`config.mk`:
```
export PLATFORM = sky130hd
export DESIGN_NAME = framebuffer_rect_fill_blit
export DESIGN_NICKNAME = d
export VERILOG_FILES = /design/src/rtl/fbrf_pkg.sv /design/src/rtl/framebuffer_rect_fill_blit.sv /design/src/rtl/fbrf_cfg.sv /design/src/rtl/fbrf_pix.sv /design/src/rtl/fbrf_walk.sv
export SDC_FILE = /design/constraint.sdc
export NUM_CORES = 1
export LEC_CHECK = 0
export BUFFER_PORTS_ARGS = -buffer_cell sky130_fd_sc_hd__buf_2
export CAP_MARGIN = 10
export CORE_UTILIZATION = 40
export DETAILED_ROUTE_END_ITERATION = 6
export GPL_TIMING_DRIVEN = 0
export PLACE_DENSITY_LB_ADDON = 0.15
export SYNTH_ARGS = -nofsm -noshare
export SYNTH_HDL_FRONTEND = slang
export SYNTH_SLANG_ARGS = --single-unit
```
`constraint.sdc`:
```
create_clock -name clk_i -period 14.5 [get_ports clk_i]
set_input_delay 2.175 -clock clk_i [delete_from_list [all_inputs] [get_ports clk_i]]
set_output_delay 2.175 -clock clk_i [all_outputs]
set_load 0.03 [all_outputs]
```
`src/rtl/fbrf_pkg.sv`:
```
// Package for the rectangle fill and blit writer.
// Holds opcodes, register indexes, field widths and the shared register struct.
// No dependencies.
package fbrf_pkg;

  localparam int unsigned PixelW    = 32;
  localparam int unsigned AddrW     = 24;
  localparam int unsigned DimRegW   = 13;
  localparam int unsigned RectPosW  = 12;
  localparam int unsigned CfgIndexW = 3;
  localparam int unsigned CfgDataW  = 32;

  localparam int unsigned ChanW     = 8;
  localparam int unsigned ChanSumW  = 10;
  localparam int unsigned Div3Recip = 683;
  localparam int unsigned Div3Shift = 11;

  typedef enum logic [1:0] {
    OpStart,
    OpFill,
    OpCopy,
    OpGray
  } fbrf_op_e;

  typedef enum logic [CfgIndexW-1:0] {
    RegFillColor,
    RegScreenWidth,
    RegScreenHeight,
    RegLineStride,
    RegRectX,
    RegRectY,
    RegRectWidth,
    RegRectHeight
  } fbrf_reg_e;

  typedef struct packed {
    logic [PixelW-1:0]   fill_color;
    logic [DimRegW-1:0]  screen_width;
    logic [DimRegW-1:0]  screen_height;
    logic [DimRegW-1:0]  line_stride;
    logic [RectPosW-1:0] rect_x;
    logic [RectPosW-1:0] rect_y;
    logic [DimRegW-1:0]  rect_width;
    logic [DimRegW-1:0]  rect_height;
  } fbrf_cfg_t;

  typedef struct packed {
    logic             we;
    logic [AddrW-1:0] addr;
    logic             done;
  } fbrf_wr_t;

endpackage

```
`src/rtl/framebuffer_rect_fill_blit.sv`:
```
// Top level of the rectangle fill and blit writer with screen-edge clipping.
// Depends on fbrf_pkg, fbrf_cfg, fbrf_walk and fbrf_pix.
//
// The block takes one beat per clock while its output is not stalled and gives
// its result beat in the next cycle from an output register; a new beat is taken in the same cycle as
// the waiting result is taken, so the sustained rate is one beat per cycle
// when the output is not stalled. The path that sets the clock is the
// row-base multiply on a start beat (a 12 by 13 bit product) and the
// grayscale divide by three done as a multiply by a reciprocal.
module framebuffer_rect_fill_blit import fbrf_pkg::*; #(
  parameter int unsigned MAX_DIM = 4096
) (
  input  logic                 clk_i,
  input  logic                 rst_ni,
  input  logic                 cfg_we_i,
  input  logic [CfgIndexW-1:0] cfg_index_i,
  input  logic [CfgDataW-1:0]  cfg_wdata_i,
  input  logic                 in_valid_i,
  output logic                 in_stall_o,
  input  logic [1:0]           op_i,
  input  logic [PixelW-1:0]    src_pixel_i,
  output logic                 out_valid_o,
  input  logic                 out_stall_i,
  output logic                 write_enable_o,
  output logic [AddrW-1:0]     write_address_o,
  output logic [PixelW-1:0]    write_pixel_o,
  output logic                 rect_done_o
);

  fbrf_cfg_t         cfg;
  fbrf_wr_t          res;
  fbrf_op_e          op;
  logic [PixelW-1:0] pixel;
  logic              load;

  logic              out_valid_q, out_valid_d;
  logic              we_q, we_d;
  logic [AddrW-1:0]  addr_q, addr_d;
  logic [PixelW-1:0] pix_q, pix_d;
  logic              done_q, done_d;

  assign op         = fbrf_op_e'(op_i);
  assign in_stall_o = out_valid_q && out_stall_i;
  assign load       = in_valid_i && !in_stall_o;

  fbrf_cfg u_cfg (
    .clk_i       (clk_i),
    .rst_ni      (rst_ni),
    .cfg_we_i    (cfg_we_i),
    .cfg_index_i (cfg_index_i),
    .cfg_wdata_i (cfg_wdata_i),
    .cfg_o       (cfg)
  );

  fbrf_walk #(
    .MAX_DIM (MAX_DIM)
  ) u_walk (
    .clk_i     (clk_i),
    .rst_ni    (rst_ni),
    .advance_i (load),
    .op_i      (op),
    .cfg_i     (cfg),
    .res_o     (res)
  );

  fbrf_pix u_pix (
    .op_i         (op),
    .src_pixel_i  (src_pixel_i),
    .fill_color_i (cfg.fill_color),
    .pixel_o      (pixel)
  );

  assign out_valid_d = load || (out_valid_q && out_stall_i);
  assign we_d        = res.we;
  assign addr_d      = res.we ? res.addr : '0;
  assign pix_d       = res.we ? pixel : '0;
  assign done_d      = res.done;

  always_ff @(posedge clk_i or negedge rst_ni) begin
    if (!rst_ni) begin
      out_valid_q <= 1'b0;
    end else begin
      out_valid_q <= out_valid_d;
    end
  end

  always_ff @(posedge clk_i) begin
    if (load) begin
      we_q   <= we_d;
      addr_q <= addr_d;
      pix_q  <= pix_d;
      done_q <= done_d;
    end
  end

  assign out_valid_o     = out_valid_q;
  assign write_enable_o  = we_q;
  assign write_address_o = addr_q;
  assign write_pixel_o   = pix_q;
  assign rect_done_o     = done_q;

  a_empty_never_stalls: assert property (@(posedge clk_i) disable iff (!rst_ni)
    !out_valid_q |-> !in_stall_o)
    else $error("Input stalled with an empty output register.");

  a_load_fills: assert property (@(posedge clk_i) disable iff (!rst_ni)
    in_valid_i && !in_stall_o |=> out_valid_q)
    else $error("Accepted beat did not reach the output register.");

  a_no_write_zero: assert property (@(posedge clk_i) disable iff (!rst_ni)
    out_valid_q && !we_q |-> (addr_q == '0) && (pix_q == '0))
    else $error("Address or pixel non-zero on a beat without a write.");

endmodule

```
`src/rtl/fbrf_cfg.sv`:
```
// Configuration register file of the rectangle writer.
// Depends on fbrf_pkg for the register indexes and the register struct.
module fbrf_cfg import fbrf_pkg::*; (
  input  logic                 clk_i,
  input  logic                 rst_ni,
  input  logic                 cfg_we_i,
  input  logic [CfgIndexW-1:0] cfg_index_i,
  input  logic [CfgDataW-1:0]  cfg_wdata_i,
  output fbrf_cfg_t            cfg_o
);

  fbrf_cfg_t cfg_q, cfg_d;

  always_comb begin
    cfg_d = cfg_q;
    if (cfg_we_i) begin
      unique case (fbrf_reg_e'(cfg_index_i))
        RegFillColor:    cfg_d.fill_color    = cfg_wdata_i[PixelW-1:0];
        RegScreenWidth:  cfg_d.screen_width  = cfg_wdata_i[DimRegW-1:0];
        RegScreenHeight: cfg_d.screen_height = cfg_wdata_i[DimRegW-1:0];
        RegLineStride:   cfg_d.line_stride   = cfg_wdata_i[DimRegW-1:0];
        RegRectX:        cfg_d.rect_x        = cfg_wdata_i[RectPosW-1:0];
        RegRectY:        cfg_d.rect_y        = cfg_wdata_i[RectPosW-1:0];
        RegRectWidth:    cfg_d.rect_width    = cfg_wdata_i[DimRegW-1:0];
        RegRectHeight:   cfg_d.rect_height   = cfg_wdata_i[DimRegW-1:0];
      endcase
    end
  end

  always_ff @(posedge clk_i or negedge rst_ni) begin
    if (!rst_ni) begin
      cfg_q <= '0;
    end else begin
      cfg_q <= cfg_d;
    end
  end

  assign cfg_o = cfg_q;

endmodule

```
`src/rtl/fbrf_pix.sv`:
```
// Pixel selection of the rectangle writer: fill colour, copy or grayscale.
// Depends on fbrf_pkg for the opcodes and the divide-by-three constants.
module fbrf_pix import fbrf_pkg::*; (
  input  fbrf_op_e          op_i,
  input  logic [PixelW-1:0] src_pixel_i,
  input  logic [PixelW-1:0] fill_color_i,
  output logic [PixelW-1:0] pixel_o
);

  localparam int unsigned ProdW = ChanSumW + ChanSumW;

  logic [ChanSumW-1:0] sum;
  logic [ProdW-1:0]    prod;
  logic [ChanW-1:0]    avg;

  assign sum  = ChanSumW'(src_pixel_i[7:0]) + ChanSumW'(src_pixel_i[15:8])
              + ChanSumW'(src_pixel_i[23:16]);
  assign prod = ProdW'(sum) * ProdW'(Div3Recip);
  assign avg  = prod[Div3Shift +: ChanW];

  always_comb begin
    case (op_i)
      OpFill:  pixel_o = fill_color_i;
      OpCopy:  pixel_o = src_pixel_i;
      OpGray:  pixel_o = {src_pixel_i[31:24], avg, avg, avg};
      default: pixel_o = '0;
    endcase
  end

endmodule

```
`src/rtl/fbrf_walk.sv`:
```
// Rectangle walk of the writer: column and row counters, incremental row base,
// clipping and the write address. Depends on fbrf_pkg.
module fbrf_walk import fbrf_pkg::*; #(
  parameter int unsigned MAX_DIM = 4096
) (
  input  logic      clk_i,
  input  logic      rst_ni,
  input  logic      advance_i,
  input  fbrf_op_e  op_i,
  input  fbrf_cfg_t cfg_i,
  output fbrf_wr_t  res_o
);

  localparam int unsigned DimW  = $clog2(MAX_DIM + 1);
  localparam int unsigned CmpW  = (DimW > DimRegW) ? DimW : DimRegW;
  localparam int unsigned SumW  = ((DimW > RectPosW) ? DimW : RectPosW) + 1;
  localparam int unsigned ProdW = RectPosW + DimW;

  function automatic logic [DimW-1:0] sat_dim(input logic [DimRegW-1:0] v);
    logic [CmpW-1:0] ve;
    begin
      ve = CmpW'(v);
      if (ve > CmpW'(MAX_DIM)) begin
        return DimW'(MAX_DIM);
      end
      return DimW'(v);
    end
  endfunction

  logic [DimW-1:0]  column_q, column_d;
  logic [DimW-1:0]  row_q, row_d;
  logic [AddrW-1:0] row_base_q, row_base_d;
  logic             finished_q, finished_d;

  logic [DimW-1:0]  rw, rh, sw, sh, stride;
  logic [SumW-1:0]  sx, sy;
  logic [DimW-1:0]  col_inc, row_inc;
  logic [ProdW-1:0] start_prod;
  logic             is_start, empty, visible, wrap, last;

  assign rw     = sat_dim(cfg_i.rect_width);
  assign rh     = sat_dim(cfg_i.rect_height);
  assign sw     = sat_dim(cfg_i.screen_width);
  assign sh     = sat_dim(cfg_i.screen_height);
  assign stride = sat_dim(cfg_i.line_stride);

  assign is_start   = (op_i == OpStart);
  assign empty      = (rw == '0) || (rh == '0);
  assign start_prod = ProdW'(cfg_i.rect_y) * ProdW'(stride);

  assign sx      = SumW'(cfg_i.rect_x) + SumW'(column_q);
  assign sy      = SumW'(cfg_i.rect_y) + SumW'(row_q);
  assign visible = (sx < SumW'(sw)) && (sy < SumW'(sh));
  assign col_inc = column_q + DimW'(1);
  assign row_inc = row_q + DimW'(1);
  assign wrap    = (col_inc >= rw);
  assign last    = wrap && (row_inc >= rh);

  assign res_o.we   = !is_start && !finished_q && visible;
  assign res_o.addr = row_base_q + AddrW'(sx);
  assign res_o.done = is_start ? empty : (!finished_q && last);

  always_comb begin
    column_d   = column_q;
    row_d      = row_q;
    row_base_d = row_base_q;
    finished_d = finished_q;
    if (advance_i) begin
      if (is_start) begin
        column_d   = '0;
        row_d      = '0;
        row_base_d = AddrW'(start_prod);
        finished_d = empty;
      end else if (!finished_q) begin
        column_d = wrap ? '0 : col_inc;
        if (wrap) begin
          row_d      = row_inc;
          row_base_d = row_base_q + AddrW'(stride);
          finished_d = last;
        end
      end
    end
  end

  always_ff @(posedge clk_i or negedge rst_ni) begin
    if (!rst_ni) begin
      column_q   <= '0;
      row_q      <= '0;
      row_base_q <= '0;
      finished_q <= 1'b1;
    end else begin
      column_q   <= column_d;
      row_q      <= row_d;
      row_base_q <= row_base_d;
      finished_q <= finished_d;
    end
  end

  a_start_clears: assert property (@(posedge clk_i) disable iff (!rst_ni)
    advance_i && is_start |=> (column_q == '0) && (row_q == '0))
    else $error("Counters not cleared after a start beat.");

  a_idle_holds: assert property (@(posedge clk_i) disable iff (!rst_ni)
    advance_i && !is_start && finished_q |=>
      finished_q && $stable(column_q) && $stable(row_q) && $stable(row_base_q))
    else $error("Walk state moved while finished.");

  a_last_finishes: assert property (@(posedge clk_i) disable iff (!rst_ni)
    advance_i && !is_start && !finished_q && last |=> finished_q && (column_q == '0))
    else $error("Walk did not finish after the last position.");

endmodule

```
After elaboration in Yosys (flattened, before gate mapping)
Index checks and enable logic that the tools add are counted.
{"block": "totals", "elab_cells": 103, "reg_bits": 231, "out_inout_bits": 60}
{"block": "classes", "mul": 2, "eq_ne": 11, "n_reduce_logical": 27, "n_addsub": 8, "magnitude_cmp": 9, "mux": 29}
{"cell": "$mux W13", "n": 16}
{"cell": "$pmux W32 S3", "n": 1}
{"cell": "$mux W24", "n": 3}
{"cell": "$gt A13 B13 Y1 const B", "n": 5}
{"cell": "$add A12 B13 Y14", "n": 2}
{"cell": "$lt A14 B13 Y1", "n": 2}
{"cell": "$add A13 B1 Y13 const B", "n": 2}
{"cell": "$ge A13 B13 Y1", "n": 2}
{"cell": "$logic_not A13 Y1", "n": 2}
{"cell": "$add A24 B13 Y24", "n": 1}
{"cell": "$add A24 B14 Y24", "n": 1}
{"cell": "$mul A12 B13 Y24", "n": 1}
{"cell": "$mul A10 B10 Y19 const B", "n": 1}
{"cell": "$reduce_and A2 Y1", "n": 9}
{"cell": "$eq A3 B3 Y1 const B", "n": 4}
{"cell": "$add A10 B8 Y10", "n": 1}
{"cell": "$add A8 B8 Y9", "n": 1}
{"cell": "$mux W1", "n": 9}
{"cell": "$logic_and A1 B1 Y1", "n": 7}
{"cell": "$eq A3 B2 Y1 const B", "n": 2}
{"cell": "$eq A2 B2 Y1 const B", "n": 2}
{"cell": "$eq A3 B1 Y1 const B", "n": 1}
{"cell": "$logic_not A1 Y1", "n": 3}
{"cell": "$logic_not A3 Y1", "n": 1}
{"cell": "6 further kinds", "n": 7}

Depth between registers and ports, before layout
Gate-level depths: netlist of the first run.
{"block": "depth", "ltp_word": 8, "depth_mapped": 32}

Modules after synthesis
A second synthesis of the first run with hierarchy kept.
{"block": "hier_totals", "cells_unflattened": 2147, "area_unflattened_um2": 20881.3}
{"module": "fbrf_walk", "cells_per_inst": 1428, "n_inst": 1, "area_each_um2": 11350.9}
{"module": "fbrf_cfg", "cells_per_inst": 263, "n_inst": 1, "area_each_um2": 4575.6}
{"module": "fbrf_pix", "cells_per_inst": 332, "n_inst": 1, "area_each_um2": 2755.1}
{"module": "framebuffer_rect_fill_blit", "cells_per_inst": 124, "n_inst": 1, "area_each_um2": 2199.6}

Worst setup path before layout of the first run
Ideal clock, no wire load.
{"block": "synth_timing", "path_type": "input to register", "from": "input src_pixel_i[0]", "to": "register pix_q[22] (netlist: write_pixel_o[22]), data pin", "setup_time_ps": 270, "t_arrival_ps": 8212, "path_stages": 30, "slack_ps": 6017, "cell_sequence": "ha_1 -> inv_1 -> fa_1 -> xnor2_1 -> ha_1 -> nor2b_1 -> o21ai_0 -> nand2b_1 -> a21oi_1 -> o21ai_0 -> a21o_1 -> a21o_1 -> xor2_1 -> inv_1 -> ha_1 -> ha_1 -> fa_1 -> fa_1 -> inv_1 -> fa_1 -> inv_1 -> ha_1 -> a21oi_1 -> o21ai_0 -> a21oi_1 -> a21oi_1 -> o41a_1 -> xor2_1 -> nand2_1 -> a31oi_1"}
{"block": "synth_via", "elab_chain_cells": 4}
{"element": "from (decl)", "line_no": "framebuffer_rect_fill_blit.sv:21", "rtl": "input logic [PixelW-1:0] src_pixel_i,"}
{"element": "$add A8 B8 Y9", "line_no": "fbrf_pix.sv:16", "rtl": "assign sum = ChanSumW'(src_pixel_i[7:0]) + ChanSumW'(src_pixel_i[15:8])"}
{"element": "$add A10 B8 Y10", "line_no": "fbrf_pix.sv:17", "rtl": "+ ChanSumW'(src_pixel_i[23:16]);"}
{"element": "$mul A10 B10 Y19", "line_no": "fbrf_pix.sv:18", "rtl": "assign prod = ProdW'(sum) * ProdW'(Div3Recip);"}
{"element": "$pmux W32 S3", "line_no": "fbrf_pix.sv:22", "rtl": "case (op_i)"}
{"element": "to (signal assigned)", "line_no": "framebuffer_rect_fill_blit.sv:91", "rtl": "pix_q <= pix_d;"}
{"element": "to (decl)", "line_no": "framebuffer_rect_fill_blit.sv:39", "rtl": "logic [PixelW-1:0] pix_q, pix_d;"}
No other way between the ends.
A chain may end at the register's enable or synchronous reset.

Final worst setup path of the first run
{"block": "layout_timing", "from": "input src_pixel_i[8]", "to": "register pix_q[7] (netlist: write_pixel_o[7]), data pin"}
Same word-level chain as after synthesis.

==> flow_summary.ini, run 1 <==
[run_status]
status = finished clean

[final_layout]
diodes = 0
final_core_util_pct = 45.43
area_delta_synth_final_pct = 12.15
drive_gt1_share_pct = 13.90
nets = 2719
design_area_sq_um = 22790
fin_cells = 2967

[route]
wl_per_cell_um = 19.64
ant_nets = 0
routed_wl_um = 58270
detail_route.iter0.violations = 1036
firstDrtPassIters = 6
viasPerCell = 5.348
vias = 15870
drc = 0

[worst_setup_path]
arrival_ps = 9600
slowest_delay_ps = 530
path_class = in -> reg
end_kind = flop
path_max_fanout = 4
crit_slowest_cell = fa_1
critPathRequiredTime_ps = 14900
startpoint_type = input port
cp_common_cell = a21oi_1

[logic_synthesis]
yosysSeqAreaShare_pct = 29.88
yosys-top-cells-area = dfrtp_1 (21%), ha_1 (15%), fa_1 (13%)
synth_nets = 2553
avgSynthCellArea_sq_um = 9.650
synthArstFlopShare_pct = 74.89
synth_cells = 2106
yosysTopAreaCell = dfrtp_1
syn-cell-area_sq_um = 20320
ys_ff_latch = 231
synth_top_flop_cell = dfrtp_1
synth_cell_types = 62
netlist.area_leader.share_pct = 21.18
synth_edf_count = 58
yosys_warnings = 0

[pwr]
internal_power_mw = 3.083
seq_power_share_pct = 15.8
peakVddDrop_v = 0.0008757
clockPowerShare_pct = 11.3
swShare_pct = 49.77
p_total_mw = 6.137
p_comb_share_pct = 72.9
power_density_nw_per_um2 = 269.3
leakagePower_nw = 10.82
p_sw_mw = 3.054

[global_route]
grt_pass1_vias = 16080
antenna_found_initial = 4
grt_overflow = 0
track_usage_pct = 23.17
grt_pass1_wl_um = 91050
grt_max_degree = 93

[sta]
finalHoldViolCount = 0
fmax_mhz = 108.7
rsz0062_at_grt = no
layout_setup_ws_ps = 5298
finalCritPeriodShare_pct = 63.46
finClkSkew_ps = 38.69
worst_slew_pin_slew_ps = 1043
tns_ps = 0
holdWs_ps = 495.3
setup_viol = 0
slew_headroom_pct = 30.05
maxSlewViolCount = 0
period_minus_slack_ps = 9202

[die]
die-area_sq_um = 51710
std_cell_rows = 82
start_util_pct = 40.51
die_w_um = 227.4
io_pins = 134
design.core.area_sq_um = 50170
die_y_um = 227.4

[place]
dp_cells = 2913
port_buffers = 133
dpl.hpwl_um = 45740
dp_slack_ps = 4860
place_area_sq_um = 21890
gp_congestion = 0.8870

[clock_network]
root_buffer = clkbuf_16
clk_latency_ps = 580
cts.htree.levels = 1
cts.path.max_buffers = 3
cts_setup_buffers = 0
cts_buffers = 29
cts_resized = 0
clkTransAtPathRegs_ps = 60
cts_tree = built
holdBufCountCts = 0
cts_sinks = 231

[job]
drv_cap = 0

[min_path]
hp-class = reg -> reg
-- kinds of logic after synthesis --
group	count (synthesis)	share of synthesized area, %
DFF	231	29.88
adders and majority gates	373	27.91
xor gates and xnor gates	108	4.654
muxes	121	6.698
AOI/OAI and AO/OA	387	11.81
and+or+nand+nor	610	13.86
buffers and inverters	276	5.184
-- synth_stat cells (all sizes together), types with 4 or more instances --
cell    number
a211oi      17
a21boi       4
a21o        35
a21oi      117
a221oi       5
a22oi       26
a31o         5
a31oi       12
and2        58
and3        12
buf          8
clkbuf      67
dfrtp      172
edfxtp      58
fa         134
ha         239
inv        201
mux2       120
nand2      285
nand2b      15
nand3       41
nand4       10
nand4b       7
nor2       108
nor2b       24
nor3        20
nor3b        5
nor4         8
o211ai       6
o21a        17
o21ai       98
o21bai      17
o31ai        5
or2          6
xnor2       70
xor2        38
-- power by group through the flow --
stage	registers (mW)	logic, mW	clock network (mW)
2_1_floorplan	0.984	3.25	0
3_3_place_gp	0.978	4.39	0
3_5_place_dp	0.982	4.45	0
4_1_cts	0.970	4.50	0.706
5_1_grt	0.993	5.10	0.728
6_report	0.970	4.48	0.691
-- layout by cell type, fill, tap and decap left out, drive strengths merged, types with 38 or more instances in the layout --
cell	instances
nand2	285
nand3	41
a21oi	117
xnor2	70
xor2	38
nor2	108
clkbuf	111
fa	134
mux2	120
ha	239
edfxtp	58
inv	203
buf	143
dfrtp	172
and2	58
o21ai	98
-- routing by layer --
metal,global-route usage (%),part of all wire [%]
met5,0,0
met4,5.737,2.6
met3,3.227,4.7
met2,37.22,46
met1,32.76,47
-- final timing paths --
| kind | from | to | slack [ps] | depth (start not counted) |
|---|---|---|---|---|
| min reg2reg | u_cfg.cfg_o[50] | u_cfg.cfg_o[50] | 500 | 1 |
| max | src_pixel_i[8] | write_pixel_o[7] | 5300 | 32 |
| max reg2reg | u_cfg.cfg_o[62] | u_walk.row_base_q[22] | 6870 | 21 |
| max in group asynchronous | rst_ni | u_cfg.cfg_o[80] | 11980 | 2 |
| min in group asynchronous | rst_ni | u_cfg.cfg_o[108] | 1590 | 1 |
| min | u_cfg.cfg_o[50] | u_cfg.cfg_o[50] | 500 | 1 |
-- worst max-delay path: cells and delay by family --
family          cells  cell delay [ps]
simple gates        4              780
buf+inv             5              400
compound gates     11             2020
xor+xnor            3              800
fa+ha+maj           9             3410
-- state kept, by name, summed over array words and instances (netlist names) --
signal,flops
out_valid_o,1
rect_done_o,1
u_cfg.cfg_o,121
u_walk.column_q,13
u_walk.finished_q,1
u_walk.row_base_q,24
u_walk.row_q,13
write_address_o,24
write_enable_o,1
write_pixel_o,32
-- cell type report --
cell class	instances	area, sq um
Fill cell	4844	27380
Multi-Input combinational cell	1599	13200
Sequential cell	231	6072
Clock buffer	44	842.1
Tap cell	672	840.8
Inverter	201	754.5
Timing Repair Buffer	135	723.2
Buffer	75	299.0
Clock inverter	10	62.56
(Power assumes the default switching activity.)
==> run 2, diff against run 1 <==
--- a/config.mk
+++ b/config.mk
@@ -5,6 +5,7 @@
 export SDC_FILE = /design/constraint.sdc
 export NUM_CORES = 1
 export LEC_CHECK = 0
+export ABC_AREA = 1
 export BUFFER_PORTS_ARGS = -buffer_cell sky130_fd_sc_hd__buf_2
 export CAP_MARGIN = 10
 export CORE_UTILIZATION = 40
==> constraint.sdc (replaced) <==
create_clock -name clk_i -period 7.49 [get_ports clk_i]
set_input_delay 1.1235 -clock clk_i [delete_from_list [all_inputs] [get_ports clk_i]]
set_output_delay 1.1235 -clock clk_i [all_outputs]
set_load 0.03 [all_outputs]
==> run 2 against run 1 <==
Against the previous run:
- first-iteration DRC count is 4.5% higher
- register-to-register slack got worse by 6100 ps
- core utilization grew 0.096 points
- sequential share of layout area down 1.9 points
- non-clock buffer count down 11
- clock skew is 12 ps lower
- clock-buffer cell count is 13 lower
- global-route usage barely moved
- highest routed layer unchanged
==> flow_summary.ini, run 2 <==
[final_layout]
drive_gt1_share_pct = 9.219
area_delta_synth_final_pct = 12.31
most-common-layout-cells = nand2_1 (718), inv_1 (440), ha_1 (238), nor2_1 (210), o21ai_0 (201)
final_common_cell = nand2_1
design_area_sq_um = 24500
diodes = 0
largest_register_ff_count = 121
nets = 3408

[clock_network]
clk_latency_ps = 590
cts_buffers = 28
clkTransAtPathRegs_ps = 60
cts_sinks = 231
root_buffer = clkbuf_16
holdBufCountCts = 0
cts_tree = built
cts.htree.levels = 1
cts.path.max_buffers = 3

[worst_setup_path]
path_class = in -> reg
critPathRequiredTime_ps = 7930
cp_num_cells = 29
path_delay_family = adder cells
path_max_fanout = 4
r2r_cells = 28
arrival_ps = 7580
startpoint_type = input port
slowest_delay_ps = 530
crit_slowest_cell = fa_1
end_kind = flop
critPathBufInv = 4

[die]
die-area_sq_um = 55470
die_y_um = 235.5
die_w_um = 235.5
io_pins = 134
start_util_pct = 40.53
std_cell_rows = 85
design.core.area_sq_um = 53810

[place]
port_buffers = 133
place_area_sq_um = 23440
dpl.hpwl_um = 52210
gp_congestion = 0.9162

[job]
drv_cap = 0

[route]
ant_nets = 0
wl_per_cell_um = 17.51
viasPerCell = 5.154
vias = 18960
routed_wl_um = 64430
detail_route.iter0.violations = 1083
firstDrtPassIters = 7
drc = 0

[logic_synthesis]
yosysSeqAreaShare_pct = 27.84
synthTopCellsByCount = nand2_1 (720), inv_1 (440), ha_1 (239)
syn-cell-area_sq_um = 21810
synth_top_flop_cell = dfrtp_1
synth_nets = 3241
synth_cell_types = 48
netlist.area_leader.share_pct = 19.73
synth_edf_count = 58
synth_cells = 2794
yosys_warnings = 0
avgSynthCellArea_sq_um = 7.807
synth_most_common_cell = nand2_1
synthArstFlopShare_pct = 74.89
yosys-top-cells-area = dfrtp_1 (20%), ha_1 (14%), nand2_1 (12%)
yosysTopAreaCell = dfrtp_1
ys_ff_latch = 231

[sta]
finalCritPeriodShare_pct = 95.32
tns_ps = 0
finalHoldViolCount = 0
maxSlewViolCount = 0
slew_headroom_pct = 32.70
setup_viol = 0
worst_slew_pin_slew_ps = 1002
fmax_mhz = 140.1
period_minus_slack_ps = 7139
finClkSkew_ps = 26.41

[run_status]
status = finished clean

[global_route]
antenna_found_initial = 4
grt_max_degree = 92
grt_pass1_wl_um = 101400
track_usage_pct = 23.12
grt_overflow = 0
grt_pass1_vias = 18550

[min_path]
hp-class = reg -> reg
min_path_cells = 2
==> run 2: cell count changes after synthesis, moves of 25 or more <==
cell     delta
o21ai_0   +106
nor2_1    +104
xnor2_1    -36
nand3_1    +75
a21o_1     -28
and2_1     -56
xor2_1     +25
nand4_1    +25
inv_1     +239
a22oi_1    -26
mux2_2    -103
nand2_1   +435
==> run 2: repair_timing <==
| item | 4_1_cts | 5_1_grt |
|---|---|---|
| pin swaps | 0 | 5 |
| endpoints found under the setup margin | 6 | 24 |
| setup buffers | 0 | 1 |
| resized for setup | 2 | 14 |
==> run 2: worst paths after layout <==
check                                start                     to  slack, ps
setup / recovery            src_pixel_i[0]       write_pixel_o[6]        350
min in group asynchronous           rst_ni        u_cfg.cfg_o[58]        520
setup reg to reg           u_cfg.cfg_o[50]  u_walk.row_base_q[19]        770
hold / removal             u_cfg.cfg_o[92]        u_cfg.cfg_o[92]        490
hold reg to reg            u_cfg.cfg_o[92]        u_cfg.cfg_o[92]        490
max in group asynchronous           rst_ni       u_cfg.cfg_o[107]       6060
==> run 2: worst register-to-register path: cells and delay by family, from the launching register on <==
kind                     cells  cell delay, ps
flip-flops                   1             410
buffers and inverters        8            1120
AND/OR/NAND/NOR             10            1340
AO/OA/AOI/OAI                4             740
adder cells (fa/ha/maj)      6            2990
==> run 2: logic make-up (layout without fill, tap and decap cells) <==
family | count (synthesis) | after routing | share of synthesized area, %
AO/OA/AOI/OAI | 406 | 406 | 10.23
XOR/XNOR | 97 | 97 | 3.895
adder cells (fa/ha/maj) | 373 | 373 | 26.01
buffers and inverters | 510 | 699 | 8.965
flip-flops | 231 | 231 | 27.84
multiplexers | 17 | 17 | 0.8776
AND/OR/NAND/NOR | 1160 | 1160 | 22.19
==> run 2: metal layers <==
| layer | track usage [%] | part of all wire [%] | routed length (um) | vias to the layer above |
|---|---|---|---|---|
| met5 | 0 | 0 | 0 | - |
| met4 | 7.526 | 3.4 | 2178 | 0 |
| met3 | 2.756 | 4.8 | 3087 | 108 |
| met2 | 39.40 | 47 | 30500 | 456 |
| met1 | 30.44 | 44 | 28660 | 9090 |
| li1 | - | - | - | 9306 |
==> run 2: cell type report <==
cell class,count,area [sq um]
clock buffers,31,743.2
multi-input cells,2053,13880
repair buffers,137,750.7
inverters,448,1682
plain buffers,62,274.0
clock inverters,21,229.0
fillers,5442,29320
flip-flops and latches,231,6072
well taps,696,870.8
==> run 2: metrics by stage <==
| step | setup slack, ps | std cells | util (%) | hold WS (ps) |
|---|---|---|---|---|
| after global routing | -13.80 | 3679 | 45.52 | 508.7 |
| after global placement | -659.8 | 3623 | 43.39 | 465.8 |
| after CTS | 52.80 | 3678 | 45.36 | 495.0 |
| final | 350.8 | 3679 | 45.52 | 492.6 |
| after detailed placement | -752.6 | 3626 | 43.55 | 479.4 |
| after floorplan | 529.4 | 2794 | - | 453.4 |
Power of run 2 is not shown: default switching activity piles up to over one toggle a cycle in this logic, so the estimate is an artifact.
